<file path="config.mk">
export PLATFORM = sky130hd
export DESIGN_NAME = motor_stop_rpm_controller_unit
export DESIGN_NICKNAME = d
export VERILOG_FILES = /design/src/rtl/msrc_pkg.sv /design/src/rtl/msrc_diff.sv /design/src/rtl/msrc_div.sv /design/src/rtl/motor_stop_rpm_controller_unit.sv
export VERILOG_INCLUDE_DIRS = /design/src /design/src/rtl
export SDC_FILE = /design/constraint.sdc
export NUM_CORES = 1
export LEC_CHECK = 0
export BUFFER_PORTS_ARGS = -buffer_cell sky130_fd_sc_hd__buf_4
export CAP_MARGIN = 10
export CORE_MARGIN = 8
export CORE_UTILIZATION = 50
export CTS_CLUSTER_DIAMETER = 100
export CTS_CLUSTER_SIZE = 14
export DETAILED_ROUTE_END_ITERATION = 8
export GPL_ROUTABILITY_DRIVEN = 0
export PLACE_DENSITY_LB_ADDON = 0.12
export SETUP_SLACK_MARGIN = 0.3
export SLEW_MARGIN = 20
export SYNTH_ARGS = -nofsm -noshare
export SYNTH_HDL_FRONTEND = slang
export SYNTH_HIERARCHICAL = 1
export SYNTH_SLANG_ARGS = --single-unit
</file>
<file path="constraint.sdc">
create_clock -name i_clk -period 3.2 [get_ports i_clk]
set_clock_uncertainty 0.15 [all_clocks]
set_input_delay 0.32 -clock i_clk [delete_from_list [all_inputs] [get_ports i_clk]]
set_output_delay 0.32 -clock i_clk [all_outputs]
set_load 0.01 [all_outputs]
</file>
<file path="src/rtl/motor_stop_rpm_controller_unit_defines.svh">
// ----------------------------------------------------------------------------
// Motor stop/rpm controller assertion macros
// Concurrent assertion wrappers, empty when SYNTHESIS is defined.
// ----------------------------------------------------------------------------
`ifndef MOTOR_STOP_RPM_CONTROLLER_UNIT_DEFINES_SVH
`define MOTOR_STOP_RPM_CONTROLLER_UNIT_DEFINES_SVH

`ifndef SYNTHESIS
`define MSRC_ASSERT(lbl, clk, rst_n, prop) \
    lbl: assert property (@(posedge clk) disable iff (!rst_n) (prop)) \
    else $error("msrc: assertion failed");
`define MSRC_ASSERT_IMP(lbl, clk, rst_n, ante, cons) \
    lbl: assert property (@(posedge clk) disable iff (!rst_n) (ante) |-> (cons)) \
    else $error("msrc: implication failed");
`else
`define MSRC_ASSERT(lbl, clk, rst_n, prop)
`define MSRC_ASSERT_IMP(lbl, clk, rst_n, ante, cons)
`endif

`endif

</file>
<file path="src/rtl/msrc_pkg.sv">
// ----------------------------------------------------------------------------
// Motor stop/rpm controller package
// Widths, reset values, codes and shared types.
// ----------------------------------------------------------------------------
package msrc_pkg;

    localparam int TIME_WIDTH  = 32;
    localparam int TW_CNT_W    = $clog2(TIME_WIDTH);
    localparam int RPM_W       = 16;
    localparam int DIV_CNT_W   = $clog2(RPM_W);
    localparam int SPEED_W     = 8;
    localparam int TIMEOUT_W   = 16;
    localparam int TS_W        = 32;
    localparam int CFG_ADDR_W  = 1;
    localparam int CFG_DATA_W  = 16;
    localparam int IN_DATA_W   = 48;
    localparam int OUT_DATA_W  = 24;

    localparam logic [RPM_W-1:0]     RPM_NUMERATOR     = 16'd60000;
    localparam logic [SPEED_W-1:0]   MIN_RUN_SPEED_RST = 8'd60;
    localparam logic [TIMEOUT_W-1:0] STOP_TIMEOUT_RST  = 16'd5000;

    localparam logic [CFG_ADDR_W-1:0] CFG_MIN_RUN_SPEED = 1'b0;
    localparam logic [CFG_ADDR_W-1:0] CFG_STOP_TIMEOUT  = 1'b1;

    localparam logic OP_SPEED = 1'b0;
    localparam logic OP_TICK  = 1'b1;

    typedef enum logic [1:0] {
        MODE_STOPPED  = 2'd0,
        MODE_RUNNING  = 2'd1,
        MODE_STOPPING = 2'd2
    } t_mode;

    typedef struct packed {
        logic [TIME_WIDTH-1:0] rot;
        logic                  rot_nz;
        logic                  timed_out;
    } t_diff_res;

endpackage

</file>
<file path="src/rtl/msrc_diff.sv">
// ----------------------------------------------------------------------------
// Serial time difference unit
// Bit-serial, LSB first: rotation time, elapsed stop time and timeout compare.
// ----------------------------------------------------------------------------
module msrc_diff import msrc_pkg::*; (
    input  logic                  i_clk,
    input  logic                  i_rst_n,
    input  logic                  i_start,
    input  logic [TIME_WIDTH-1:0] i_now,
    input  logic [TIME_WIDTH-1:0] i_last,
    input  logic [TIME_WIDTH-1:0] i_stop,
    input  logic [TIMEOUT_W-1:0]  i_timeout,
    output logic                  o_done,
    output t_diff_res             o_res
);

    logic                  r_busy;
    logic                  r_done;
    logic [TW_CNT_W-1:0]   r_cnt;
    logic [TIME_WIDTH-1:0] r_a;
    logic [TIME_WIDTH-1:0] r_b;
    logic [TIME_WIDTH-1:0] r_c;
    logic [TIME_WIDTH-1:0] r_t;
    logic [TIME_WIDTH-1:0] r_rot;
    logic                  r_bor_rot;
    logic                  r_bor_el;
    logic                  r_gt;
    logic                  r_nz;

    logic n_rot_bit;
    logic n_el_bit;

    assign n_rot_bit = r_a[0] ^ r_b[0] ^ r_bor_rot;
    assign n_el_bit  = r_a[0] ^ r_c[0] ^ r_bor_el;

    always_ff @(posedge i_clk) begin
        if (!i_rst_n) begin
            r_busy <= 1'b0;
            r_done <= 1'b0;
            r_cnt  <= '0;
        end else begin
            r_done <= 1'b0;
            if (i_start) begin
                r_busy <= 1'b1;
                r_cnt  <= '0;
            end else if (r_busy) begin
                r_cnt <= r_cnt + 1'b1;
                if (r_cnt == TW_CNT_W'(TIME_WIDTH - 1)) begin
                    r_busy <= 1'b0;
                    r_done <= 1'b1;
                end
            end
        end
    end

    always_ff @(posedge i_clk) begin
        if (i_start) begin
            r_a       <= i_now;
            r_b       <= i_last;
            r_c       <= i_stop;
            r_t       <= TIME_WIDTH'(i_timeout);
            r_bor_rot <= 1'b0;
            r_bor_el  <= 1'b0;
            r_gt      <= 1'b0;
            r_nz      <= 1'b0;
        end else if (r_busy) begin
            r_a       <= r_a >> 1;
            r_b       <= r_b >> 1;
            r_c       <= r_c >> 1;
            r_t       <= r_t >> 1;
            r_rot     <= {n_rot_bit, r_rot[TIME_WIDTH-1:1]};
            r_bor_rot <= (~r_a[0] & r_b[0]) | (~(r_a[0] ^ r_b[0]) & r_bor_rot);
            r_bor_el  <= (~r_a[0] & r_c[0]) | (~(r_a[0] ^ r_c[0]) & r_bor_el);
            r_gt      <= (n_el_bit & ~r_t[0]) | (~(n_el_bit ^ r_t[0]) & r_gt);
            r_nz      <= r_nz | n_rot_bit;
        end
    end

    assign o_done          = r_done;
    assign o_res.rot       = r_rot;
    assign o_res.rot_nz    = r_nz;
    assign o_res.timed_out = r_gt;

endmodule

</file>
<file path="src/rtl/msrc_div.sv">
// ----------------------------------------------------------------------------
// Serial rpm divider
// Restoring division of the rpm numerator by the rotation time, one
// quotient bit per cycle.
// ----------------------------------------------------------------------------
module msrc_div import msrc_pkg::*; (
    input  logic                  i_clk,
    input  logic                  i_rst_n,
    input  logic                  i_start,
    input  logic [TIME_WIDTH-1:0] i_divisor,
    output logic                  o_done,
    output logic [RPM_W-1:0]      o_quot
);

    logic                  r_busy;
    logic                  r_done;
    logic [DIV_CNT_W-1:0]  r_cnt;
    logic [TIME_WIDTH:0]   r_rem;
    logic [TIME_WIDTH-1:0] r_div;
    logic [RPM_W-1:0]      r_num;
    logic [RPM_W-1:0]      r_q;

    logic [TIME_WIDTH:0] n_trial;
    logic                n_ge;

    assign n_trial = {r_rem[TIME_WIDTH-1:0], r_num[RPM_W-1]};
    assign n_ge    = n_trial >= {1'b0, r_div};

    always_ff @(posedge i_clk) begin
        if (!i_rst_n) begin
            r_busy <= 1'b0;
            r_done <= 1'b0;
            r_cnt  <= '0;
        end else begin
            r_done <= 1'b0;
            if (i_start) begin
                r_busy <= 1'b1;
                r_cnt  <= '0;
            end else if (r_busy) begin
                r_cnt <= r_cnt + 1'b1;
                if (r_cnt == DIV_CNT_W'(RPM_W - 1)) begin
                    r_busy <= 1'b0;
                    r_done <= 1'b1;
                end
            end
        end
    end

    always_ff @(posedge i_clk) begin
        if (i_start) begin
            r_rem <= '0;
            r_div <= i_divisor;
            r_num <= RPM_NUMERATOR;
            r_q   <= '0;
        end else if (r_busy) begin
            r_rem <= n_ge ? (n_trial - {1'b0, r_div}) : n_trial;
            r_num <= {r_num[RPM_W-2:0], 1'b0};
            r_q   <= {r_q[RPM_W-2:0], n_ge};
        end
    end

    assign o_done = r_done;
    assign o_quot = r_q;

endmodule

</file>
<file path="src/rtl/motor_stop_rpm_controller_unit.sv">
// Speed command: input registered, then written to the output register in
// write-back once the output is free. Tick: the serial difference unit
// runs, then in a measuring mode the one-bit-per-cycle divider on a falling
// edge with a nonzero rotation time. One item in flight; the next input is
// taken the cycle after the result enters the output register.
// Reset: synchronous active low, all modes and measurements cleared.
// ----------------------------------------------------------------------------
// Motor stop/rpm controller unit
// Three-mode motor controller with serial rotation time and rpm measurement.
// ----------------------------------------------------------------------------
`include "motor_stop_rpm_controller_unit_defines.svh"

module motor_stop_rpm_controller_unit import msrc_pkg::*; (
    input  logic                  i_clk,
    input  logic                  i_rst_n,
    input  logic                  s_axis_tvalid,
    output logic                  s_axis_tready,
    // speed_value[7:0], sensor_level[8], time_ms[40:9], zero pad
    input  logic [IN_DATA_W-1:0]  s_axis_tdata,
    // opcode[0]
    input  logic                  s_axis_tuser,
    output logic                  m_axis_tvalid,
    input  logic                  m_axis_tready,
    // drive_on[0], motor_stopped[1], speed_rpm[17:2], run_mode[19:18], zero pad
    output logic [OUT_DATA_W-1:0] m_axis_tdata,
    input  logic                  i_cfg_we,
    input  logic [CFG_ADDR_W-1:0] i_cfg_addr,
    input  logic [CFG_DATA_W-1:0] i_cfg_wdata
);

    typedef enum logic [1:0] {
        S_IDLE,
        S_DIFF,
        S_DIV,
        S_WB
    } t_state;

    t_state                r_state;
    logic [SPEED_W-1:0]    r_min_speed;
    logic [TIMEOUT_W-1:0]  r_timeout;
    t_mode                 r_mode;
    logic                  r_prev;
    logic [TIME_WIDTH-1:0] r_last;
    logic [TIME_WIDTH-1:0] r_stop;
    logic [RPM_W-1:0]      r_rpm;
    logic                  r_drive;
    logic                  r_op;
    logic [SPEED_W-1:0]    r_speed;
    logic                  r_sens;
    logic [TIME_WIDTH-1:0] r_now;
    logic                  r_diff_go;
    logic                  r_div_go;
    logic                  r_oval;
    logic [OUT_DATA_W-1:0] r_odata;

    t_mode                 n_mode;
    logic                  n_prev;
    logic [TIME_WIDTH-1:0] n_last;
    logic [TIME_WIDTH-1:0] n_stop;
    logic [RPM_W-1:0]      n_rpm;
    logic                  n_drive;
    logic [OUT_DATA_W-1:0] n_odata;

    logic                  diff_done;
    t_diff_res             diff_res;
    logic                  div_done;
    logic [RPM_W-1:0]      div_quot;
    logic                  falling;
    logic                  rising;
    logic                  measuring;
    logic                  out_free;

    msrc_diff u_diff (
        .i_clk     (i_clk),
        .i_rst_n   (i_rst_n),
        .i_start   (r_diff_go),
        .i_now     (r_now),
        .i_last    (r_last),
        .i_stop    (r_stop),
        .i_timeout (r_timeout),
        .o_done    (diff_done),
        .o_res     (diff_res)
    );

    msrc_div u_div (
        .i_clk     (i_clk),
        .i_rst_n   (i_rst_n),
        .i_start   (r_div_go),
        .i_divisor (diff_res.rot),
        .o_done    (div_done),
        .o_quot    (div_quot)
    );

    assign falling   = ~r_sens & r_prev;
    assign rising    = r_sens & ~r_prev;
    assign measuring = (r_mode == MODE_RUNNING) || (r_mode == MODE_STOPPING);
    assign out_free  = !r_oval || m_axis_tready;

    always_comb begin
        n_mode  = r_mode;
        n_prev  = r_prev;
        n_last  = r_last;
        n_stop  = r_stop;
        n_rpm   = r_rpm;
        n_drive = r_drive;
        if (r_op == OP_SPEED) begin
            if (r_speed > r_min_speed) begin
                n_mode = MODE_RUNNING;
            end else if (r_mode == MODE_RUNNING) begin
                n_mode = MODE_STOPPING;
                n_stop = r_now;
            end
        end else begin
            if (measuring) begin
                if (falling) begin
                    n_rpm  = diff_res.rot_nz ? div_quot : RPM_NUMERATOR;
                    n_last = r_now;
                end
            end else begin
                n_rpm = '0;
            end
            unique case (r_mode)
                MODE_RUNNING: begin
                    n_drive = 1'b1;
                end
                MODE_STOPPED: begin
                    n_drive = 1'b0;
                end
                MODE_STOPPING: begin
                    if (diff_res.timed_out || rising) begin
                        n_mode  = MODE_STOPPED;
                        n_drive = 1'b0;
                    end
                end
                default: begin
                end
            endcase
            n_prev = r_sens;
        end
        n_odata = {4'b0, n_mode, n_rpm, (n_mode == MODE_STOPPED), n_drive};
    end

    always_ff @(posedge i_clk) begin
        if (!i_rst_n) begin
            r_min_speed <= MIN_RUN_SPEED_RST;
            r_timeout   <= STOP_TIMEOUT_RST;
        end else if (i_cfg_we) begin
            unique case (i_cfg_addr)
                CFG_MIN_RUN_SPEED: r_min_speed <= i_cfg_wdata[SPEED_W-1:0];
                CFG_STOP_TIMEOUT:  r_timeout   <= i_cfg_wdata;
            endcase
        end
    end

    always_ff @(posedge i_clk) begin
        if (!i_rst_n) begin
            r_state   <= S_IDLE;
            r_mode    <= MODE_STOPPED;
            r_prev    <= 1'b0;
            r_last    <= '0;
            r_stop    <= '0;
            r_rpm     <= '0;
            r_drive   <= 1'b0;
            r_diff_go <= 1'b0;
            r_div_go  <= 1'b0;
            r_oval    <= 1'b0;
        end else begin
            r_diff_go <= 1'b0;
            r_div_go  <= 1'b0;
            if (m_axis_tready) begin
                r_oval <= 1'b0;
            end
            unique case (r_state)
                S_IDLE: begin
                    if (s_axis_tvalid) begin
                        r_op    <= s_axis_tuser;
                        r_speed <= s_axis_tdata[7:0];
                        r_sens  <= s_axis_tdata[8];
                        r_now   <= TIME_WIDTH'(s_axis_tdata[40:9]);
                        if (s_axis_tuser == OP_TICK) begin
                            r_diff_go <= 1'b1;
                            r_state   <= S_DIFF;
                        end else begin
                            r_state <= S_WB;
                        end
                    end
                end
                S_DIFF: begin
                    if (diff_done) begin
                        if (measuring && falling && diff_res.rot_nz) begin
                            r_div_go <= 1'b1;
                            r_state  <= S_DIV;
                        end else begin
                            r_state <= S_WB;
                        end
                    end
                end
                S_DIV: begin
                    if (div_done) begin
                        r_state <= S_WB;
                    end
                end
                S_WB: begin
                    if (out_free) begin
                        r_mode  <= n_mode;
                        r_prev  <= n_prev;
                        r_last  <= n_last;
                        r_stop  <= n_stop;
                        r_rpm   <= n_rpm;
                        r_drive <= n_drive;
                        r_odata <= n_odata;
                        r_oval  <= 1'b1;
                        r_state <= S_IDLE;
                    end
                end
            endcase
        end
    end

    assign s_axis_tready = (r_state == S_IDLE);
    assign m_axis_tvalid = r_oval;
    assign m_axis_tdata  = r_odata;

    `MSRC_ASSERT_IMP(a_mode_legal, i_clk, i_rst_n, m_axis_tvalid, m_axis_tdata[19:18] != 2'd3)
    `MSRC_ASSERT_IMP(a_stopped_flag, i_clk, i_rst_n, m_axis_tvalid, m_axis_tdata[1] == (m_axis_tdata[19:18] == MODE_STOPPED))
    `MSRC_ASSERT_IMP(a_div_mode, i_clk, i_rst_n, r_state == S_DIV, r_mode == MODE_RUNNING || r_mode == MODE_STOPPING)

endmodule
</file>
# ---- Word-level counts from Yosys, hierarchy flattened
# Cells that the tools add are included.
dict set report classes {
  n_mul 0
  eq_ne 11
  shifts 0
  n_lt_le_gt_ge 2
  bitwise_logic 31
  div_mod_pow 0
  addsub 3
  reduce_logical 25
  n_mux 41
}
# cell count
set ops {}
lappend ops {{2-to-1 mux 32 bit} 7}
lappend ops {{2-to-1 mux 16 bit} 6}
lappend ops {{greater-or-equal comparator 33 x 32 -> 1 bit} 1}
lappend ops {{subtractor 32 bit} 1}
lappend ops {{2-to-1 mux 2 bit} 10}
lappend ops {{2-to-1 mux 1 bit} 16}
lappend ops {{NOT 1 bit} 14}
lappend ops {{AND reduction 3 bit} 4}
lappend ops {{AND reduction 5 bit} 2}
lappend ops {{bitwise AND 1 bit} 8}
lappend ops {{> comparator 8 bit} 1}
lappend ops {{one-hot mux 2 bit (4 select lines)} 1}
lappend ops {{AND reduction 2 bit} 4}
lappend ops {{equality test 2 bit (second input constant)} 3}
lappend ops {{logical NOT 2 bit} 3}
lappend ops {{OR reduction 3 bit} 2}
lappend ops {{adder 5 x 1 -> 5 bit (second input constant)} 1}
lappend ops {{equality test 5 bit (second input constant)} 1}
lappend ops {{bitwise XOR 1 bit} 5}
lappend ops {{adder 4 x 1 -> 4 bit (second input constant)} 1}
lappend ops {{equality test 2 x 1 -> 1 bit (second input constant)} 2}
lappend ops {{equality test 4 bit (second input constant)} 1}
lappend ops {{!= test 2 x 1 -> 1 bit (second input constant)} 2}
lappend ops {{!= test 2 bit (second input constant)} 2}
lappend ops {{other kinds (8)} 15}
dict set report word_totals {
  latch_bits 0
  word_cells 149
  memories 0
  input_bits 71
  mem_bits_ro 0
  reg_bits 427
  ram_bits 0
}

# ---- Depth between registers and ports, before layout
dict set report logic_depth {
  word_depth 7
  depth_mapped 14
  depth_no_buf 12
}

# ---- Cells and area by module
# The synthesis kept the hierarchy.
# mod area_each_um2 n_inst cells_per_inst
set modules_own_cells {}
lappend modules_own_cells {motor_stop_rpm_controller_unit 6826.5 1 676}
lappend modules_own_cells {msrc_diff 6194.7 1 323}
lappend modules_own_cells {msrc_div 5346.4 1 593}

# ---- Least setup slack after synthesis
# OpenSTA, ideal clock, no wires.
dict set report synth_path {
  path_type {flip-flop to flip-flop}
  startpoint {register u_div.r_num[15]}
  endpoint {register u_div.r_rem[28]}
  n_path_buf 0
  stages_incl_launch_ff 13
  setup_slack_ps 330
  synth_period_minus_slack_ps 2870
  arrival_time_ps 2601
  path_cell_list {dfxtp_1 > inv_1 > ha_1 > fa_1 > nor2b_4 > o31a_1 > nand2b_1 > a311o_1 > o311ai_2 > a211oi_1 > or3_1 > and3_1 > o221a_1}
}
dict set report synth_between {
  elab_chain_len 2
}
# item line
set synth_lines {}
lappend synth_lines {{start: declaration} msrc_div.sv:20} ;# logic [RPM_W-1:0] r_num;
lappend synth_lines {{start signal: assignment} msrc_div.sv:57} ;# r_num <= {r_num[RPM_W-2:0], 1'b0};
lappend synth_lines {{subtractor 32 bit / greater-or-equal comparator 33 x 32 -> 1 bit (equally long branches)} {msrc_div.sv:56, msrc_div.sv:27}}
lappend synth_lines {{2-to-1 mux 32 bit (*)} msrc_div.sv:56} ;# r_rem <= n_ge ? (n_trial - {1'b0, r_div}) : n_trial;
lappend synth_lines {{end signal: assignment} msrc_div.sv:56}
lappend synth_lines {{end: declaration} msrc_div.sv:18} ;# logic [TIME_WIDTH:0] r_rem;
# Mark *: on every way between the ends. The rest lies on a longest branch, timed or not.
# A chain may end at the register's enable or synchronous reset.

# ---- Worst setup path after layout
dict set report layout_path {
  startpoint {register u_div.r_div[0]}
  endpoint {register u_div.r_rem[30]}
}
dict set report layout_between {
  elab_chain_len 2
}
# item line
set layout_lines {}
lappend layout_lines {{start: declaration} msrc_div.sv:19} ;# logic [TIME_WIDTH-1:0] r_div;
lappend layout_lines {{start signal: assignment} msrc_div.sv:52} ;# r_div <= i_divisor;
lappend layout_lines {{subtractor 32 bit / greater-or-equal comparator 33 x 32 -> 1 bit (equally long branches)} {msrc_div.sv:56, msrc_div.sv:27}}
lappend layout_lines {{2-to-1 mux 32 bit (*)} msrc_div.sv:56}
# Marked as above.

==> key figures <==
Status
  – Outcome: completed

GRT
  – Gr ovfl total: 0
  – GR Util All Layers: 16.5%
  – Number of global-route vias before repair: 12.0k
  – Global-route wire length before repair: 60000 um
  – Initial antenna violation count: 1
  – Largest net degree at the start of global routing: 113

Floorplanning
  – # rows: 70
  – Die span in y: 208 um
  – Die X: 208 um
  – Die area: 0.0431 mm2
  – I/O Pins: 97
  – Core area: 0.0364 mm2
  – Initial Utilization: 50.4%

Clocking
  – Clk pin slew, worst setup/hold paths: 0.07 ns
  – Num CTS Buffers: 36
  – Clk buf depth: 3
  – H-Tree Level Count: 2
  – CTS Sinks: 427
  – Root buffer cell: clkbuf_16
  – Clock latency on the worst-skew pair: 0.54 ns
  – CTS tree: yes

Final layout
  – Area growth syn-to-layout: 17.4%
  – Antenna cells: 0
  – Fin util: 59.2%
  – Design area: 0.0216 mm2
  – Fin nets: 1859
  – Layout cells sized above 1: 19.2%
  – Fillers: 2996

Synth
  – Seq/Total Area, Yosys: 59.5%
  – Synth cell count leaders: 279 x nand2_1, 238 x edfxtp_1, 189 x dfxtp_1, 108 x mux2_2, 89 x a21oi_1
  – Synth Area in Adders: 3.87%
  – Compound-Gate Fraction of Synth Area: 9.33%
  – Yosys top cell area share: 38.9%
  – Count leader, synth: nand2_1
  – Synth area leader: edfxtp_1
  – Distinct cells, synth: 69
  – Synth Area in Simple Gates: 11.6%
  – Ys async rst share: 0%
  – Number of synthesized flops with an enable pin: 238
  – Yosys reg bits: 427
  – Warning count from the yosys run: 6
  – Synth top area cells: edfxtp_1 39%, dfxtp_1 21%, mux2_2 6.6%
  – Number of cells produced by synthesis: 1592
  – XOR/XNOR share of the synthesized area: 1.48%
  – Synth Area per Inst: 11.5 um2
  – Dominant combinational cell family by area after synthesis: simple AND/OR/NAND/NOR gates
  – Synth Flop Type: edfxtp_1
  – Multiplexer share of the synthesized area: 10.2%
  – Cell Area, Synth: 0.0184 mm2

STA
  – Worst-Margin Slew: 0.984 ns
  – Final setup fails: 0
  – Unrepaired setup endpoints after global routing: true
  – Final Hold Vio Count: 0
  – Max Freq: 333 MHz
  – Clock period minus final worst setup slack: 3.00 ns
  – Max Slew Vio Count: 0
  – Fin crit share: 93.8%
  – Fin Hold WS: 0.102 ns
  – Setup TNS: 0 ns
  – Slew headroom: 34.2%

Min path
  – Hold_sp: i_cfg_addr
  – Hold path endpoint: r_min_speed[7]
  – Worst hold path cell count: 4
  – Hold Path Class: in -> reg

Drt
  – Detail Route Antenna Nets: 0
  – Vias post-DR: 11.9k
  – Met3 wire length: 1260 um
  – Number of remaining DRC errors: 0
  – Drt pass-1 iters: 5
  – WL final: 36800 um
  – Initial DRC Count: 680
  – Metal2 WL: 18000 um
  – DRT met1 WL: 16700 um
  – Top sig layer: met5
  – Vias per cell: 5.34
  – Avg WL per Cell: 16.5 um

Power and ir drop
  – Leak pwr: 7.73 nW
  – Maximum vdd drop: 0.505 mV
  – PD cells: 545 mW/mm2
  – Tot Pwr: 0.0117 W

Setup path
  – Worst Path Required: 3.48 ns
  – Worst Path Class, Setup: reg -> reg
  – Reg2Reg Launch Point: u_div/r_div[0]
  – Reg2Reg Depth: 12
  – Worst-path fanout max: 4
  – CP Capture Type: flop
  – Worst r2r dst: u_div/r_rem[30]
  – Worst setup SP type: flop
  – R2R Setup Slk: 0.20 ns
  – Worst EP arrival: 3.28 ns

Placement
  – Placed cell area: 0.0194 mm2
  – Post-DP HPWL: 22200 um
  – I/O Buffers: 85

Job
  – Max_cap viols: 0
## metal layers
metal  track usage [%]  vias to the layer above
met5                 0                        -
met4              4.97                        2
met3              2.90                       51
met2              28.6                      164
met1              20.9                     5803
li1                  -                     5883
## cells in the final DEF (no fill, tap or decap), types with 4 or more instances in the layout
cell type	instances
a211oi_1	19
a211oi_2	10
a21boi_0	25
a21boi_1	4
a21o_1	9
a21oi_1	86
a31oi_1	6
and2_1	9
and3_1	6
buf_12	5
buf_4	113
clkbuf_1	24
clkbuf_16	41
conb_1	4
dfxtp_1	185
dlygate4sd3_1	62
edfxtp_1	238
ha_1	37
ha_2	8
ha_4	7
inv_1	66
mux2_2	108
mux2i_1	65
nand2_1	278
nand2b_1	9
nand3_1	26
nand4_1	8
nor2_1	85
nor2b_1	14
nor3_1	22
nor3b_1	8
o211ai_1	11
o21a_1	9
o21ai_0	20
o21ai_1	25
xnor2_1	13
xor2_1	18
## timing repair
| item | 4_1_cts | 5_1_grt |
|---|---|---|
| endpoints found under the setup margin | 32 | 32 |
| pin swaps | 9 | 14 |
| hold buffers | 62 | 0 |
| cloned | 0 | 3 |
| buffers inserted | 2 | 10 |
| resized for setup | 11 | 49 |
| endpoints found under the hold margin | 69 | 0 |
## logic make-up after synthesis
logic type / Yosys count
and+or+nand+nor: 489
DFF: 427
AOI/OAI and AO/OA: 261
muxes: 174
buffers and inverters: 154
adders and majority gates: 55
xor gates and xnor gates: 31
other: 1
## how the worst max path moves through the flow
stage	startpoint	depth (start not counted)	slack, ns	to
after CTS	u_div/r_div[0]	11	0.16	u_div/r_rem[28]
after floorplan	u_div/r_num[15]	12	0.33	u_div/r_rem[28]
after detailed placement	u_div/r_num[15]	12	0.12	u_div/r_rem[28]
after global placement	u_div/r_num[15]	12	0.16	u_div/r_rem[28]
after global routing	u_div/r_div[0]	12	0.12	u_div/r_rem[30]
final	u_div/r_div[0]	12	0.20	u_div/r_rem[30]
## flip-flops by register name (all words and copies together), names as in the netlist, 2 cells and up
signal        cells
r_mode            2
r_last           32
r_now            32
u_div/r_num      11
r_timeout        16
u_diff/r_cnt      5
u_div/r_rem      32
r_speed           8
r_stop           32
r_state           2
u_diff/r_b       32
r_rpm            16
u_diff/r_t       16
u_diff/r_a       32
u_div/o_quot     16
u_diff/r_rot     32
m_axis_tdata     20
u_diff/r_c       32
u_div/r_cnt       4
r_min_speed       8
u_div/r_div      32
## stage by stage
stage	setup slack [ns]	std cells
6_report	0.198	2227
5_1_grt	0.116	2227
2_1_floorplan	0.330	1595
4_1_cts	0.164	2214
3_3_place_gp	0.158	2085
3_5_place_dp	0.122	2086
## power by group
part	switching [W]	leakage [nW]	internal, W	total, W
combinational	0.000607	3.50	0.000513	0.00112
clock	0.00196	0.508	0.00222	0.00418
sequential	0.000180	3.73	0.00627	0.00645
total	0.00274	7.73	0.00900	0.0117
## worst max-delay path, stage by stage, from the launching register on
cell       delay [ns]
edfxtp_1         0.38
ha_4             0.16
fa_2             0.23
nor2b_4          0.05
o31a_1           0.29
buf_4            0.15
o311a_1          0.29
a211o_1          0.32
o2bb2ai_4        0.21
o221ai_4         0.13
a2111oi_4        0.31
xnor2_1          0.16
o21ai_1          0.08
## area by class of cell
type	count	area (um2)	share of cell area (%)
flip-flops and latches	427	10900	50.7
multi-input cells	1014	7010	32.5
repair buffers	187	1710	7.92
clock buffers	62	1040	4.83
well taps	468	586	2.72
inverters	67	251	1.17
clock inverters	2	25.0	0.116
Power figures use the tool's default switching activity.
